## src/lwos_pkg.sv

```systemverilog
`timescale 1ns / 1ps
// ----------------------------------------------------------------------------
// lwos_pkg
// Shared types and constants for the lattice walker with hook obstacle.
// ----------------------------------------------------------------------------
package lwos_pkg;

    // largest lattice side, in cells
    localparam int LATTICE_MAX = 1024;

    // coordinate and size width, enough for LATTICE_MAX and the 11-bit registers
    localparam int COORD_W = 11;
    // winding counter width
    localparam int WIND_W  = 32;

    // configuration port
    localparam int CFG_IDX_W  = 3;
    localparam int CFG_DATA_W = COORD_W;

    typedef logic [COORD_W-1:0] coord_t;
    typedef logic signed [WIND_W-1:0] wind_t;

    typedef enum logic [1:0] {
        DIR_RIGHT = 2'd0,
        DIR_LEFT  = 2'd1,
        DIR_UP    = 2'd2,
        DIR_DOWN  = 2'd3
    } dir_t;

    typedef enum logic [1:0] {
        GEO_LEFT_HOOK  = 2'd0,
        GEO_RIGHT_HOOK = 2'd1,
        GEO_SYM_HOOK   = 2'd2,
        GEO_NONE       = 2'd3
    } geo_mode_t;

    typedef enum logic [CFG_IDX_W-1:0] {
        CFG_GEOMETRY_MODE = 3'd0,
        CFG_WIDTH_CELLS   = 3'd1,
        CFG_HOOK_X_SPLIT  = 3'd2,
        CFG_HOOK_X_LOW    = 3'd3,
        CFG_HOOK_X_HIGH   = 3'd4,
        CFG_HEIGHT_CELLS  = 3'd5,
        CFG_HOOK_Y_SPLIT  = 3'd6
    } cfg_idx_t;

    // one result beat
    typedef struct packed {
        coord_t pos_x;
        coord_t pos_y;
        wind_t  winding;
    } result_t;

endpackage

```

## src/lattice_walker_obstacle_step.sv

```systemverilog
`timescale 1ns / 1ps
// ----------------------------------------------------------------------------
// lattice_walker_obstacle_step
// Walker on a periodic-x, reflecting-y lattice with a configurable hook wall.
// ----------------------------------------------------------------------------
// One direction beat moves the walker by at most one cell and yields one
// result beat carrying the new position and the signed winding count. Steps
// are taken at one per clock while in_stall is low: the walker position and
// winding registers are the only feedback, and the next position is a few
// compares and an increment on them. A result is registered into the output
// register, or into a skid register while the output register holds a waiting
// result, so input keeps flowing while a result waits; input stalls only when
// both hold an untaken result. Configuration registers are written directly by
// cfg_write and are meant to be changed only while no step is in flight.
module lattice_walker_obstacle_step
(
    input  logic                         clk,
    input  logic                         rst_n,

    // configuration write port
    input  logic                         cfg_write,
    input  logic [lwos_pkg::CFG_IDX_W-1:0]  cfg_index,
    input  logic [lwos_pkg::CFG_DATA_W-1:0] cfg_data,

    // direction beats
    input  logic                         in_valid,
    output logic                         in_stall,
    input  lwos_pkg::dir_t               direction,

    // result beats
    output logic                         out_valid,
    input  logic                         out_stall,
    output lwos_pkg::coord_t             pos_x,
    output lwos_pkg::coord_t             pos_y,
    output lwos_pkg::wind_t              winding
);

    import lwos_pkg::*;

    localparam coord_t MAX_C = COORD_W'(LATTICE_MAX);
    localparam coord_t ONE_C = COORD_W'(1);

    // configuration registers
    geo_mode_t geo_mode_reg;
    coord_t    width_reg;
    coord_t    x_split_reg;
    coord_t    x_low_reg;
    coord_t    x_high_reg;
    coord_t    height_reg;
    coord_t    y_split_reg;

    // walker state
    coord_t cur_x_reg, cur_x_next;
    coord_t cur_y_reg, cur_y_next;
    wind_t  cross_reg, cross_next;

    // result buffering
    logic    out_valid_reg;
    logic    skid_valid_reg;
    result_t out_data_reg;
    result_t skid_data_reg;

    logic    in_accept;
    logic    out_take;
    result_t step_res;

    // working values of the step
    coord_t nx, ny;
    coord_t x, y;
    logic   is_hook, is_sym;
    logic   wall_col;

    // ------------------------------------------------------------------
    // configuration
    // ------------------------------------------------------------------
    always_ff @(posedge clk or negedge rst_n)
    begin
        if (!rst_n)
        begin
            geo_mode_reg <= GEO_NONE;
            width_reg    <= COORD_W'(64);
            x_split_reg  <= COORD_W'(32);
            x_low_reg    <= COORD_W'(16);
            x_high_reg   <= COORD_W'(48);
            height_reg   <= COORD_W'(64);
            y_split_reg  <= COORD_W'(32);
        end
        else if (cfg_write)
        begin
            unique case (cfg_idx_t'(cfg_index))
                CFG_GEOMETRY_MODE: geo_mode_reg <= geo_mode_t'(cfg_data[1:0]);
                CFG_WIDTH_CELLS:   width_reg    <= cfg_data;
                CFG_HOOK_X_SPLIT:  x_split_reg  <= cfg_data;
                CFG_HOOK_X_LOW:    x_low_reg    <= cfg_data;
                CFG_HOOK_X_HIGH:   x_high_reg   <= cfg_data;
                CFG_HEIGHT_CELLS:  height_reg   <= cfg_data;
                CFG_HOOK_Y_SPLIT:  y_split_reg  <= cfg_data;
                default:           ; // unknown index, write dropped
            endcase
        end
    end

    // ------------------------------------------------------------------
    // step logic
    // ------------------------------------------------------------------
    always_comb
    begin
        // effective lattice size: 0 acts as 1, above max acts as max
        nx = (width_reg == '0) ? ONE_C : ((width_reg > MAX_C) ? MAX_C : width_reg);
        ny = (height_reg == '0) ? ONE_C : ((height_reg > MAX_C) ? MAX_C : height_reg);

        // pull the walker back inside if the lattice shrank
        x = (cur_x_reg == '0) ? ONE_C : ((cur_x_reg > nx) ? nx : cur_x_reg);
        y = (cur_y_reg == '0) ? ONE_C : ((cur_y_reg > ny) ? ny : cur_y_reg);

        is_hook = (geo_mode_reg == GEO_LEFT_HOOK) || (geo_mode_reg == GEO_RIGHT_HOOK);
        is_sym  = (geo_mode_reg == GEO_SYM_HOOK);

        // does the horizontal wall between y_split and y_split+1 cover column x
        case (geo_mode_reg)
            GEO_LEFT_HOOK:  wall_col = (x <= x_split_reg);
            GEO_RIGHT_HOOK: wall_col = (x > x_split_reg);
            GEO_SYM_HOOK:   wall_col = (x >= x_low_reg) && (x <= x_high_reg);
            default:        wall_col = 1'b0;
        endcase

        cur_x_next = x;
        cur_y_next = y;
        cross_next = cross_reg;

        case (direction)
            DIR_RIGHT:
            begin
                if (is_hook && x == nx && y <= y_split_reg)
                begin
                    // wrap blocked by hook
                end
                else if (is_sym && x == x_split_reg && y <= y_split_reg)
                begin
                    // blocked by vertical wall
                end
                else if (x == nx)
                begin
                    cur_x_next = ONE_C;
                    cross_next = cross_reg + WIND_W'(1);
                end
                else
                begin
                    cur_x_next = x + ONE_C;
                end
            end
            DIR_LEFT:
            begin
                if (is_hook && x == ONE_C && y <= y_split_reg)
                begin
                    // wrap blocked by hook
                end
                else if (is_sym && (x - ONE_C) == x_split_reg && y <= y_split_reg)
                begin
                    // blocked by vertical wall
                end
                else if (x == ONE_C)
                begin
                    cur_x_next = nx;
                    cross_next = cross_reg - WIND_W'(1);
                end
                else
                begin
                    cur_x_next = x - ONE_C;
                end
            end
            DIR_UP:
            begin
                if (!(wall_col && y == y_split_reg) && y < ny)
                    cur_y_next = y + ONE_C;
            end
            default:
            begin
                if (!(wall_col && (y - ONE_C) == y_split_reg) && y > ONE_C)
                    cur_y_next = y - ONE_C;
            end
        endcase

        step_res.pos_x   = cur_x_next;
        step_res.pos_y   = cur_y_next;
        step_res.winding = cross_next;
    end

    // ------------------------------------------------------------------
    // handshake
    // ------------------------------------------------------------------
    assign in_stall  = skid_valid_reg;
    assign in_accept = in_valid && !skid_valid_reg;
    assign out_take  = out_valid_reg && !out_stall;

    always_ff @(posedge clk or negedge rst_n)
    begin
        if (!rst_n)
        begin
            cur_x_reg <= ONE_C;
            cur_y_reg <= ONE_C;
            cross_reg <= '0;
        end
        else if (in_accept)
        begin
            cur_x_reg <= cur_x_next;
            cur_y_reg <= cur_y_next;
            cross_reg <= cross_next;
        end
    end

    // output register and skid register control
    always_ff @(posedge clk or negedge rst_n)
    begin
        if (!rst_n)
        begin
            out_valid_reg  <= 1'b0;
            skid_valid_reg <= 1'b0;
        end
        else if (out_take)
        begin
            if (skid_valid_reg)
            begin
                skid_valid_reg <= 1'b0;
            end
            else
            begin
                out_valid_reg <= in_accept;
            end
        end
        else if (in_accept)
        begin
            // result waiting: park the new beat in the skid stage
            if (out_valid_reg)
                skid_valid_reg <= 1'b1;
            else
                out_valid_reg <= 1'b1;
        end
    end

    // result payload, no reset needed
    always_ff @(posedge clk)
    begin
        if (out_take)
        begin
            if (skid_valid_reg)
                out_data_reg <= skid_data_reg;
            else if (in_accept)
                out_data_reg <= step_res;
        end
        else if (in_accept)
        begin
            if (out_valid_reg)
                skid_data_reg <= step_res;
            else
                out_data_reg <= step_res;
        end
    end

    assign out_valid = out_valid_reg;
    assign pos_x     = out_data_reg.pos_x;
    assign pos_y     = out_data_reg.pos_y;
    assign winding   = out_data_reg.winding;

endmodule

```

## config.mk

```make
export PLATFORM = sky130hd
export DESIGN_NAME = lattice_walker_obstacle_step
export DESIGN_NICKNAME = d
export VERILOG_FILES = /design/src/lwos_pkg.sv /design/src/lattice_walker_obstacle_step.sv
export SDC_FILE = /design/constraint.sdc
export NUM_CORES = 1
export LEC_CHECK = 0
export BUFFER_PORTS_ARGS = -buffer_cell sky130_fd_sc_hd__clkbuf_2
export CORE_ASPECT_RATIO = 1.1
export CORE_MARGIN = 2
export CORE_UTILIZATION = 39
export CTS_CLUSTER_DIAMETER = 30
export CTS_CLUSTER_SIZE = 8
export DETAILED_ROUTE_END_ITERATION = 10
export PLACE_DENSITY_LB_ADDON = 0.12
export SYNTH_ARGS = -nofsm -noshare
export SYNTH_HDL_FRONTEND = slang
export SYNTH_SLANG_ARGS = --single-unit
export TNS_END_PERCENT = 1
```

## constraint.sdc

```tcl
create_clock -name clk -period 10.17 [get_ports clk]
set_clock_uncertainty 0.05 [all_clocks]
set_input_delay 0.5085 -clock clk [delete_from_list [all_inputs] [get_ports clk]]
set_output_delay 0.5085 -clock clk [all_outputs]
set_load 0.01 [all_outputs]
```

== Word-level counts from Yosys, hierarchy flattened ==
Index checks and enable logic that the tools add are counted.
Widths: inputs -> output; s select.
Cells by class
  equal/unequal tests: 18
  bitwise logic cells: 1
  add/sub/neg operators: 6
  muxes and demuxes: 37
  reduce and logical (&&, ||, !) cells: 42
  order comparisons: 11
Operators with widths (number)
  $mux 54: 5
  $mux 32: 6
  $mux 11: 16
  $pmux 32 s2: 1
  $eq 11x11->1: 5
  $logic_not 11->1: 4
  $pmux 11 s2: 2
  $gt 11x11->1: 3
  $le 11x11->1: 3
  $add 32x2->32 const B: 1
  $sub 32x2->32 const B: 1
  $add 11x1->11 const B: 2
  $gt 11x11->1 const B: 2
  $sub 11x1->11 const B: 2
  $reduce_and 2->1: 9
  $logic_and 1x1->1: 15
  $eq 11x1->1 const B: 1
  $ge 11x11->1: 1
  $gt 11x1->1 const B: 1
  $lt 11x11->1: 1
  $eq 3x3->1 const B: 3
  $eq 3x2->1 const B: 2
  $mux 1: 6
  $reduce_and 3->1: 2
  13 further kinds: 21
Storage, ports and cells
  bits of input ports: 21
  bits in registers: 232
  output and inout bits: 56

== Longest topological paths before layout ==
Gate-level depths: netlist of run 1.
  depth in word-level cells: 17
  mapped depth: 27
  depth with buffers taken out: 24

== Least setup slack after synthesis of run 1 ==
Ideal clock, no wire load.
  kind: register to register
  start point: reg height_reg[10]
  end point: reg out_data_reg, in the netlist winding[22], data pin
  path buffers: 4
  path slack: 3718 ps
  period minus slack after synthesis: 6452 ps
  stages on the path, launching flop included: 25
  arrival: 6142 ps
  cells stage by stage: dfrtp_1 > inv_1 > clkbuf_1 > nand2_1 > ha_1 > a21oi_1 > o21ai_0 > a2111o_1 > clkbuf_1 > nand2_1 > clkbuf_1 > o21ai_1 > ha_1 > a211o_1 > nor2_1 > a211o_1 > a221oi_1 > or2_2 > clkbuf_1 > nand4b_1 > nor4_1 > and4_1 > a41oi_1 > xnor2_1 > mux2_2
Between the ends
  longest elaborated chain between the ends: 14
  elaborated cells between the ends (all ways): 22
RTL lines
  start, declared: line lattice_walker_obstacle_step.sv:49  | coord_t height_reg;
  start signal, assigned: line lattice_walker_obstacle_step.sv:96  | CFG_HEIGHT_CELLS: height_reg <= cfg_data;
  $gt 11x11->1: line lattice_walker_obstacle_step.sv:110  | ny = (height_reg == '0) ? ONE_C : ((height_reg > MAX_C) ? MAX_C : height_reg);
  $mux 11: line lattice_walker_obstacle_step.sv:110
  $mux 11 (*): line lattice_walker_obstacle_step.sv:110
  $gt 11x11->1: line lattice_walker_obstacle_step.sv:114  | y = (cur_y_reg == '0) ? ONE_C : ((cur_y_reg > ny) ? ny : cur_y_reg);
  $mux 11 (*) (2 in series): line lattice_walker_obstacle_step.sv:114
  $le 11x11->1 (*)
  $logic_and 1x1->1, on equally long branches: line lattice_walker_obstacle_step.sv:158, lattice_walker_obstacle_step.sv:138
  $mux 32, on equally long branches: line lattice_walker_obstacle_step.sv:158, lattice_walker_obstacle_step.sv:138
  $mux 32, on equally long branches: line lattice_walker_obstacle_step.sv:154, lattice_walker_obstacle_step.sv:134
  $pmux 32 s2 (*): line lattice_walker_obstacle_step.sv:131  | case (direction)
  net cross_next[22]: line lattice_walker_obstacle_step.sv:55  | wind_t cross_reg, cross_next;
  $mux 54, on equally long branches: line lattice_walker_obstacle_step.sv:253, lattice_walker_obstacle_step.sv:248
  $mux 54, on equally long branches: line lattice_walker_obstacle_step.sv:251, lattice_walker_obstacle_step.sv:246
  $mux 54 (*): line lattice_walker_obstacle_step.sv:244  | if (out_take)
  end signal, assigned: line lattice_walker_obstacle_step.sv:247  | out_data_reg <= skid_data_reg;
  end signal, assigned: line lattice_walker_obstacle_step.sv:249  | out_data_reg <= step_res;
  end signal, assigned: line lattice_walker_obstacle_step.sv:256  | out_data_reg <= step_res;
  end, declared: line lattice_walker_obstacle_step.sv:60  | result_t out_data_reg;
Mark *: on every way through the listed nets, which the timed path passes. The rest lies on a longest branch. The select of a mux whose other input is x is not followed.
A chain may end at the register's enable or synchronous reset.

== Final worst setup path of run 1 ==
Ends and elaborated chain as after synthesis.

==> reports/results.tsv, run 1 <==
metric	value	unit
status	completed	
cp_slowest_cell	nor4_1	
num_rows	76	
drt-initial-drc-count	846	
clock_latency	590	ps
place_congestion	0.919	
largest_register_ffs	54	
via_per_inst	5.84	
place_hpwl	36.6	mm
relSlewSlack	0.219	
synth_largest_area_cell	edfxtp_1	
irDropWorstVdd	0.288	mV
dp_cells	2153	
grt_max_degree	68	
antenna_found_initial	0	
path_class	reg -> reg	
async_flop_share	0.534	
critPathMaxStageDelay	1080	ps
synth_cells	1618	
worst_slew_pin_slew	1160	ps
p_leak	7.76	nW
overflow	0	
setup_tns	0	ps
postCtsSetupBuffers	0	
drc	0	
wire_per_inst	22.2	µm
fmax	118	MHz
cap_violations	0	
nets	1804	
diodes	0	
stdcell_count	2254	
die_w	194	µm
cts.sinks	232	
yosysTopAreaCellShare	0.209	
clk_pin_slew	40	ps
die_area	41400	µm²
h-tree-depth	2	
grt_setup_unrepaired	no	
clockBufferDepth	3	
die_height	213	µm
yosysUniqueCellTypes	93	
required	10450	ps
port_buffers	76	
ant_nets	0	
finalCritPeriodShare	0.831	
area_growth	19.0	%
routed_wl	50.0	mm
cts-root-buf	clkbuf_16	
powerDensity	370	nW/µm²
cp_num_buf_inv	1	
crit_chain	inv_1, nand2_1, ha_1, nand4_1, a211oi_1, a2111o_1, nand2_1, o21ai_1, ha_1, a211o_1, nor2_1, a211o_1, a221oi_1, nor4_1, mux2i_1, nand4b_1, nor4_1, and4_1, a41oi_1, xnor2_1, mux2_2	
synth_seq_cells	232	
drv_slew	0	
hold_viol	0	
firstDrtPassIters	7	
ys.warnings.count	0	
vias	13200	
syn_avg_cell_area	9.59	µm²
critPathCaptureType	register	
drive_gt1_frac	0.201	
core	39200	µm²
cts-resized-gates	0	
min_period	8450	ps
critPathTopFamily	compound AO/OA/AOI/OAI gates	
grt_pass1_vias	12800	
synth-edff-count	108	
ys_seq_area_frac	0.410	
initial_core_util	0.396	
crit_path_max_fanout	19	
hp-class	in -> async	
worstSetupStartpointType	register	
synth_fp_nets	1720	
grt_pass1_wl	78.1	mm
synthFlopType	dfrtp_1	
cts_tree	done	
crit_arrival	8730	ps
cts_made_buffers	54	
cts_hold_buf	0	
synth_area_leaders	edfxtp_1 (21%), dfrtp_1 (18%), mux2_2 (7.1%)	
netlist_area	15500	µm²
grt.total_usage	0.244	
ioPinCount	77	
setup_viol	0	
[layout make-up]
type / instances / area, µm²
clock buffer: 66 / 1440
clock inverter: 35 / 548
fill: 3775 / 20700
inverter: 92 / 345
multi-input combinational: 1218 / 8550
sequential: 232 / 6360
tap: 507 / 634
timing repair buffer: 104 / 593
[cells in the mapped netlist (all sizes together), types with 24 or more instances]
master,instances
nand2,142
nor2,118
dfrtp,113
o21ai,109
edfxtp,108
mux2,98
inv,90
ha,81
a21oi,72
clkbuf,65
nand3,50
nor3,49
xnor2,49
xor2,38
or3,32
nand4,24
[cell usage in the layout, fill, tap and decap left out, types with 49 or more instances in the layout]
cell       instances
mux2_2            98
dfrtp_1          113
a21oi_1           70
o21ai_0           98
nand3_1           50
edfxtp_1         108
xnor2_1           49
clkbuf_2          75
nor2_1           116
nand2_1          141
ha_1              81
inv_1             89
clkbuf_16         54
[kinds of logic after synthesis]
group           after synthesis  synth area share
compound gates              400             0.177
xor+xnor                     88            0.0510
fa+ha+maj                    82            0.0659
buf+inv                     168            0.0419
flops                       232             0.410
mux                         108            0.0778
simple gates                540             0.176
[per-stage QoR]
step | hold WS [ps] | total power (W) | cell area [µm²] | util | setup slack [ps]
detailed placement | 433 | 0.00494 | 16500 | 0.421 | 1910
finish | 4.47 | 0.00684 | 18500 | 0.471 | 1720
global route | 54.3 | 0.00730 | 18500 | 0.471 | 1030
CTS | 16.7 | 0.00685 | 18500 | 0.471 | 1870
global placement | 427 | 0.00495 | 16500 | 0.421 | 2070
floorplan | 163 | 0.00380 | 15500 | - | 3720
[routing by layer]
metal  wire, µm  GRT usage  share of wire  up-vias
li1           -          -              -     6233
met1      22100      0.325           0.44     6397
met2      23500      0.400           0.47      421
met3       2710     0.0392          0.054      103
met4       1650     0.0933          0.033        0
met5          0          0              0        -
[where the power goes]
part	internal, W	leakage (nW)	switching, W
Clock	0.00131	0.950	0.000564
Combinational	0.00122	4.24	0.00217
Sequential	0.00134	2.56	0.000236
[worst paths after layout]
kind                                             from                   endpoint  slack, ps  cells past startpoint
max                        height_reg[10]$_DFFE_PN0P_      winding[22]$_DFFE_PP_       1720                     21
min                                             rst_n  x_high_reg[9]$_DFFE_PN0P_          4                      1
max reg2reg                height_reg[10]$_DFFE_PN0P_      winding[22]$_DFFE_PP_       1720                     21
min reg2reg                  x_low_reg[2]$_DFFE_PN0P_   x_low_reg[2]$_DFFE_PN0P_        450                      1
max in group asynchronous                       rst_n      out_valid$_DFFE_PN0P_       8670                      2
min in group clk                             in_valid       in_stall$_DFFE_PN0P_        180                      3
Power figures use the tool's default switching activity.
==> run 2, diff against run 1 <==
==> constraint.sdc (replaced) <==
create_clock -name clk -period 8.79 [get_ports clk]
set_clock_uncertainty 0.05 [all_clocks]
set_input_delay 0.4395 -clock clk [delete_from_list [all_inputs] [get_ports clk]]
set_output_delay 0.4395 -clock clk [all_outputs]
set_load 0.01 [all_outputs]
==> reports/results.tsv, run 2 (same netlist as run 1, synthesis figures left out) <==
metric	value	unit
status	completed	
cts-root-buf	clkbuf_16	
worstReg2RegStart	height_reg[10]$_DFFE_PN0P_	
p_leak	7.76	nW
path_class	reg -> reg	
crit_chain	inv_1, a32oi_1, inv_1, ha_1, nand3b_1, a211oi_1, a2111oi_2, buf_4, nor2_1, mux2i_2, inv_1, ha_1, nand4_1, nor3_1, a221oi_1, nor4_1, o221a_2, o2111a_1, nand3_1, o21ai_0, a221oi_1, o21ai_0, mux2_2	
drive_gt1_frac	0.204	
die_area	41400	µm²
grt_setup_unrepaired	no	
critPathTopFamily	compound AO/OA/AOI/OAI gates	
critPathMaxStageDelay	770	ps
port_buffers	76	
worst_slack	809	ps
worstReg2RegEnd	pos_x[7]$_DFFE_PP_	
cp_slowest_cell	nor2_1	
clk_pin_slew	50	ps
vias	13200	
antenna_found_initial	0	
grt_max_degree	75	
crit_start	height_reg[10]$_DFFE_PN0P_	
rrSetupSlack	810	ps
place_hpwl	36.9	mm
setup_viol	0	
worstSetupStartpointType	register	
final_common_cell	nand2_1	
area_growth	18.7	%
cts_made_buffers	54	
drv_slew	0	
die_w	194	µm
critPathCapture	pos_x[7]$_DFFE_PP_	
overflow	0	
clock_latency	590	ps
cap_violations	0	
num_rows	76	
drc	0	
cp_num_buf_inv	4	
required	9180	ps
relSlewSlack	0.256	
final_area	18400	µm²
clockBufferDepth	3	
cts.sinks	232	
via_per_inst	5.84	
path_common_cell	inv_1	
core	39200	µm²
fmax	125	MHz
min_period	7980	ps
hold_viol	0	
cts_tree	done	
routed_wl	50.6	mm
worst_slew_pin_slew	1110	ps
hold_depth	3	
grt_pass1_wl	78.4	mm
place_area	16500	µm²
nets	1810	
diodes	0	
largest_register_ffs	54	
nFillCells	3748	
dp_slack	886	ps
die_height	213	µm
critPathCaptureType	register	
finalCritPeriodShare	0.908	
worstSetupPathDepth	23	
powerDensity	426	nW/µm²
initial_core_util	0.396	
crit_arrival	8370	ps
grt.total_usage	0.245	
place_congestion	0.948	
drt-initial-drc-count	949	
setup_tns	0	ps
hp-class	in -> reg	
final_cell_mix	nand2_1 (141), nor2_1 (116), dfrtp_1 (113)	
wire_per_inst	22.4	µm
grt_pass1_vias	13000	
h-tree-depth	2	
ant_nets	0	
irDropWorstVdd	0.363	mV
ioPinCount	77	
postCtsSetupBuffers	0	
firstDrtPassIters	5	
crit_path_max_fanout	15	
rr_worst_depth	23	
==> run 2: worst min path at each step <==
stage / startpoint / endpoint
after CTS: in_valid / in_stall$_DFFE_PN0P_
after detailed placement: cross_reg[31]$_DFFE_PN0P_ / cross_reg[31]$_DFFE_PN0P_
final: in_valid / in_stall$_DFFE_PN0P_
after global placement: cross_reg[31]$_DFFE_PN0P_ / cross_reg[31]$_DFFE_PN0P_
after floorplan: rst_n / cross_reg[0]$_DFFE_PN0P_
after global routing: in_valid / in_stall$_DFFE_PN0P_
==> run 2: power by group <==
part | leakage (nW) | internal (W) | total (W) | switching, W
Sequential | 2.56 | 0.00155 | 0.00181 | 0.000267
Clock | 0.917 | 0.00142 | 0.00206 | 0.000644
Combinational | 4.27 | 0.00143 | 0.00397 | 0.00254
==> run 2: per-layer routing <==
layer  wire length, µm  global-route usage  vias to the layer above
met2             23500               0.400                      420
li1                  -                   -                     6241
met1             22700               0.324                     6435
met4              1910               0.104                        0
met3              2480              0.0398                      117
met5                 0                   0                        -
==> run 2: what timing repair did <==
action | 4_1_cts | 5_1_grt
endpoints found under the hold margin | 47 | 0
hold buffers | 1 | 0
resized for setup | 0 | 0
==> run 2: final cells by class <==
cell class                 count  area (µm²)  area share
inverter                      92         345      0.0187
multi-input combinational   1218        8550       0.464
clock inverter                35         424      0.0230
sequential                   232        6360       0.345
tap                          507         634      0.0344
clock buffer                  67        1470      0.0799
timing repair buffer         110         641      0.0348
==> run 2: worst register-to-register path: stages, from the launching register on <==
cell,delay (ps)
dfrtp_1,440
inv_1,280
a32oi_1,390
inv_1,110
ha_1,180
nand3b_1,160
a211oi_1,340
a2111oi_2,90
buf_4,200
nor2_1,770
mux2i_2,450
inv_1,240
ha_1,360
nand4_1,110
nor3_1,590
a221oi_1,270
nor4_1,340
o221a_2,230
o2111a_1,240
nand3_1,290
o21ai_0,740
a221oi_1,210
o21ai_0,480
mux2_2,250
==> run 2: metrics by stage <==
| step | instances | hold slack, ps | util | total power, W |
|---|---|---|---|---|
| floorplan | 1618 | 93.9 | - | 0.00440 |
| global placement | 2158 | 429 | 0.422 | 0.00575 |
| detailed placement | 2158 | 431 | 0.422 | 0.00574 |
| CTS | 2261 | 93.8 | 0.470 | 0.00785 |
| global route | 2261 | 116 | 0.470 | 0.00834 |
| finish | 2261 | 116 | 0.470 | 0.00784 |
==> run 3, diff against run 2 <==
--- a/config.mk
+++ b/config.mk
@@ -12,6 +12,7 @@
 export CTS_CLUSTER_DIAMETER = 30
 export CTS_CLUSTER_SIZE = 8
 export DETAILED_ROUTE_END_ITERATION = 10
+export MAX_ROUTING_LAYER = met4
 export PLACE_DENSITY_LB_ADDON = 0.12
 export SYNTH_ARGS = -nofsm -noshare
 export SYNTH_HDL_FRONTEND = slang
==> reports/results.tsv, run 3 (same netlist as run 1, synthesis figures left out) <==
metric	value	unit
path_class	reg -> reg	
place_hpwl	37.4	mm
setup_viol	0	
min_from	in_valid	
critPathMaxStageDelay	760	ps
finalCritPeriodShare	0.897	
worst_slew_pin_slew	1140	ps
cts_tree	done	
critPathCaptureType	register	
switching_share	0.439	
ant_nets	0	
drv_slew	0	
status	completed	
nets	1818	
via_per_inst	5.90	
routed.top_layer	met4	
drc	0	
drt-initial-drc-count	940	
setup_tns	0	ps
clk_pin_slew	50	ps
initial_core_util	0.396	
required	9190	ps
grt.total_usage	0.253	
sequentialPowerShare	0.227	
cts_made_buffers	54	
largest_register_ffs	54	
die_area	41400	µm²
nFillCells	3779	
cts-root-buf	clkbuf_16	
grt_pass1_vias	13300	
place_congestion	0.943	
crit_start	width_reg[10]$_DFFE_PN0P_	
antenna_found_initial	2	
relSlewSlack	0.239	
p_int	0.00445	W
wl_met3	2.63	mm
fmax	127	MHz
hold_depth	3	
grt_setup_unrepaired	no	
vias	13400	
hold_end	in_stall$_DFFE_PN0P_	
crit_arrival	8280	ps
route.met2.wl	24.2	mm
die_height	213	µm
stdcell_count	2270	
cap_violations	0	
area_growth	19.4	%
firstDrtPassIters	5	
path_common_cell	inv_1	
cts.sinks	232	
num_rows	76	
power_frac_comb	0.506	
worstSetupStartpointType	register	
worstReg2RegStart	width_reg[10]$_DFFE_PN0P_	
ioPinCount	77	
clockBufferDepth	3	
grt_max_degree	69	
total_power	0.00793	W
clkPwrFrac	0.266	
crit_chain	nor2b_1, inv_1, ha_1, nand4_1, a211oi_2, a2111oi_4, buf_4, nor2_1, o211ai_1, buf_4, inv_1, ha_1, inv_1, a2111oi_0, nor2_1, o311a_1, a211oi_1, nand3_1, o21ai_0, a221oi_1, o21ai_0, mux2_2	
core	39200	µm²
port_buffers	76	
crit_path_max_fanout	16	
wire_per_inst	22.5	µm
worstReg2RegEnd	pos_x[7]$_DFFE_PP_	
p_leak	7.80	nW
min_period	7890	ps
hold_viol	0	
h-tree-depth	2	
die_w	194	µm
final_common_cell	nand2_1	
dp_cells	2166	
grt_pass1_wl	79.1	mm
powerDensity	428	nW/µm²
overflow	0	
rrSetupSlack	900	ps
power.net_switching	0.00348	W
irDropWorstVdd	0.348	mV
rr_worst_depth	22	
hp-class	in -> reg	
drive_gt1_frac	0.206	
cp_slowest_cell	o21ai_0	
routed_wl	51.2	mm
final_cell_mix	nand2_1 (141), nor2_1 (116), dfrtp_1 (113)	
met1Wirelength	22.7	mm
clock_latency	590	ps
run 3: what timing repair did:
item,4_1_cts,5_1_grt
hold buffers,1,0
endpoints found under the hold margin,58,0
resized for setup,0,0
setup buffers,0,0
endpoints found under the setup margin,0,0
run 3: how the worst max path moves through the flow:
stage                             to  depth (start not counted)
2_1_floorplan  winding[22]$_DFFE_PP_                         24
3_3_place_gp   winding[11]$_DFFE_PP_                         23
3_5_place_dp      pos_x[7]$_DFFE_PP_                         22
4_1_cts           pos_x[7]$_DFFE_PP_                         22
5_1_grt           pos_x[7]$_DFFE_PP_                         22
6_report          pos_x[7]$_DFFE_PP_                         22
run 3: power by group through the flow:
stage	combinational (W)	sequential [W]	clock, W
floorplan	0.00263	0.00177	0
global placement	0.00394	0.00182	0
detailed placement	0.00395	0.00182	0
CTS	0.00397	0.00181	0.00215
global route	0.00437	0.00184	0.00221
finish	0.00402	0.00180	0.00211
run 3: cell type report:
class                   instances  area [µm²]  area share
multi-input cells            1218        8550       0.461
clock buffers                  67        1450      0.0782
inverters                      92         345      0.0186
clock inverters                34         489      0.0264
well taps                     507         634      0.0342
flip-flops and latches        232        6360       0.343
diodes                          2        5.00    0.000270
repair buffers                118         701      0.0378
run 3: worst max-delay path, delay by kind of cell (launching register included):
family | cells | cell delay [ps]
AOI/OAI and AO/OA | 9 | 3320
adders and majority gates | 2 | 610
buffers and inverters | 5 | 990
DFF | 1 | 550
muxes | 1 | 250
and+or+nand+nor | 5 | 1970
run 3: routing by layer:
layer  track usage  vias to the layer above
met5             -                        -
met4        0.0977                        0
met3        0.0344                      101
met2         0.412                      480
met1         0.321                     6538
li1              -                     6268
run 3: per-stage QoR:
stage          utilization  hold slack (ps)  setup slack [ps]  instance area, µm²
2_1_floorplan            -             93.9              2340               15500
3_3_place_gp         0.423              430              1390               16600
3_5_place_dp         0.423              432              1090               16600
4_1_cts              0.473             89.0              1000               18500
5_1_grt              0.473              146               304               18500
6_report             0.473              106               904               18500
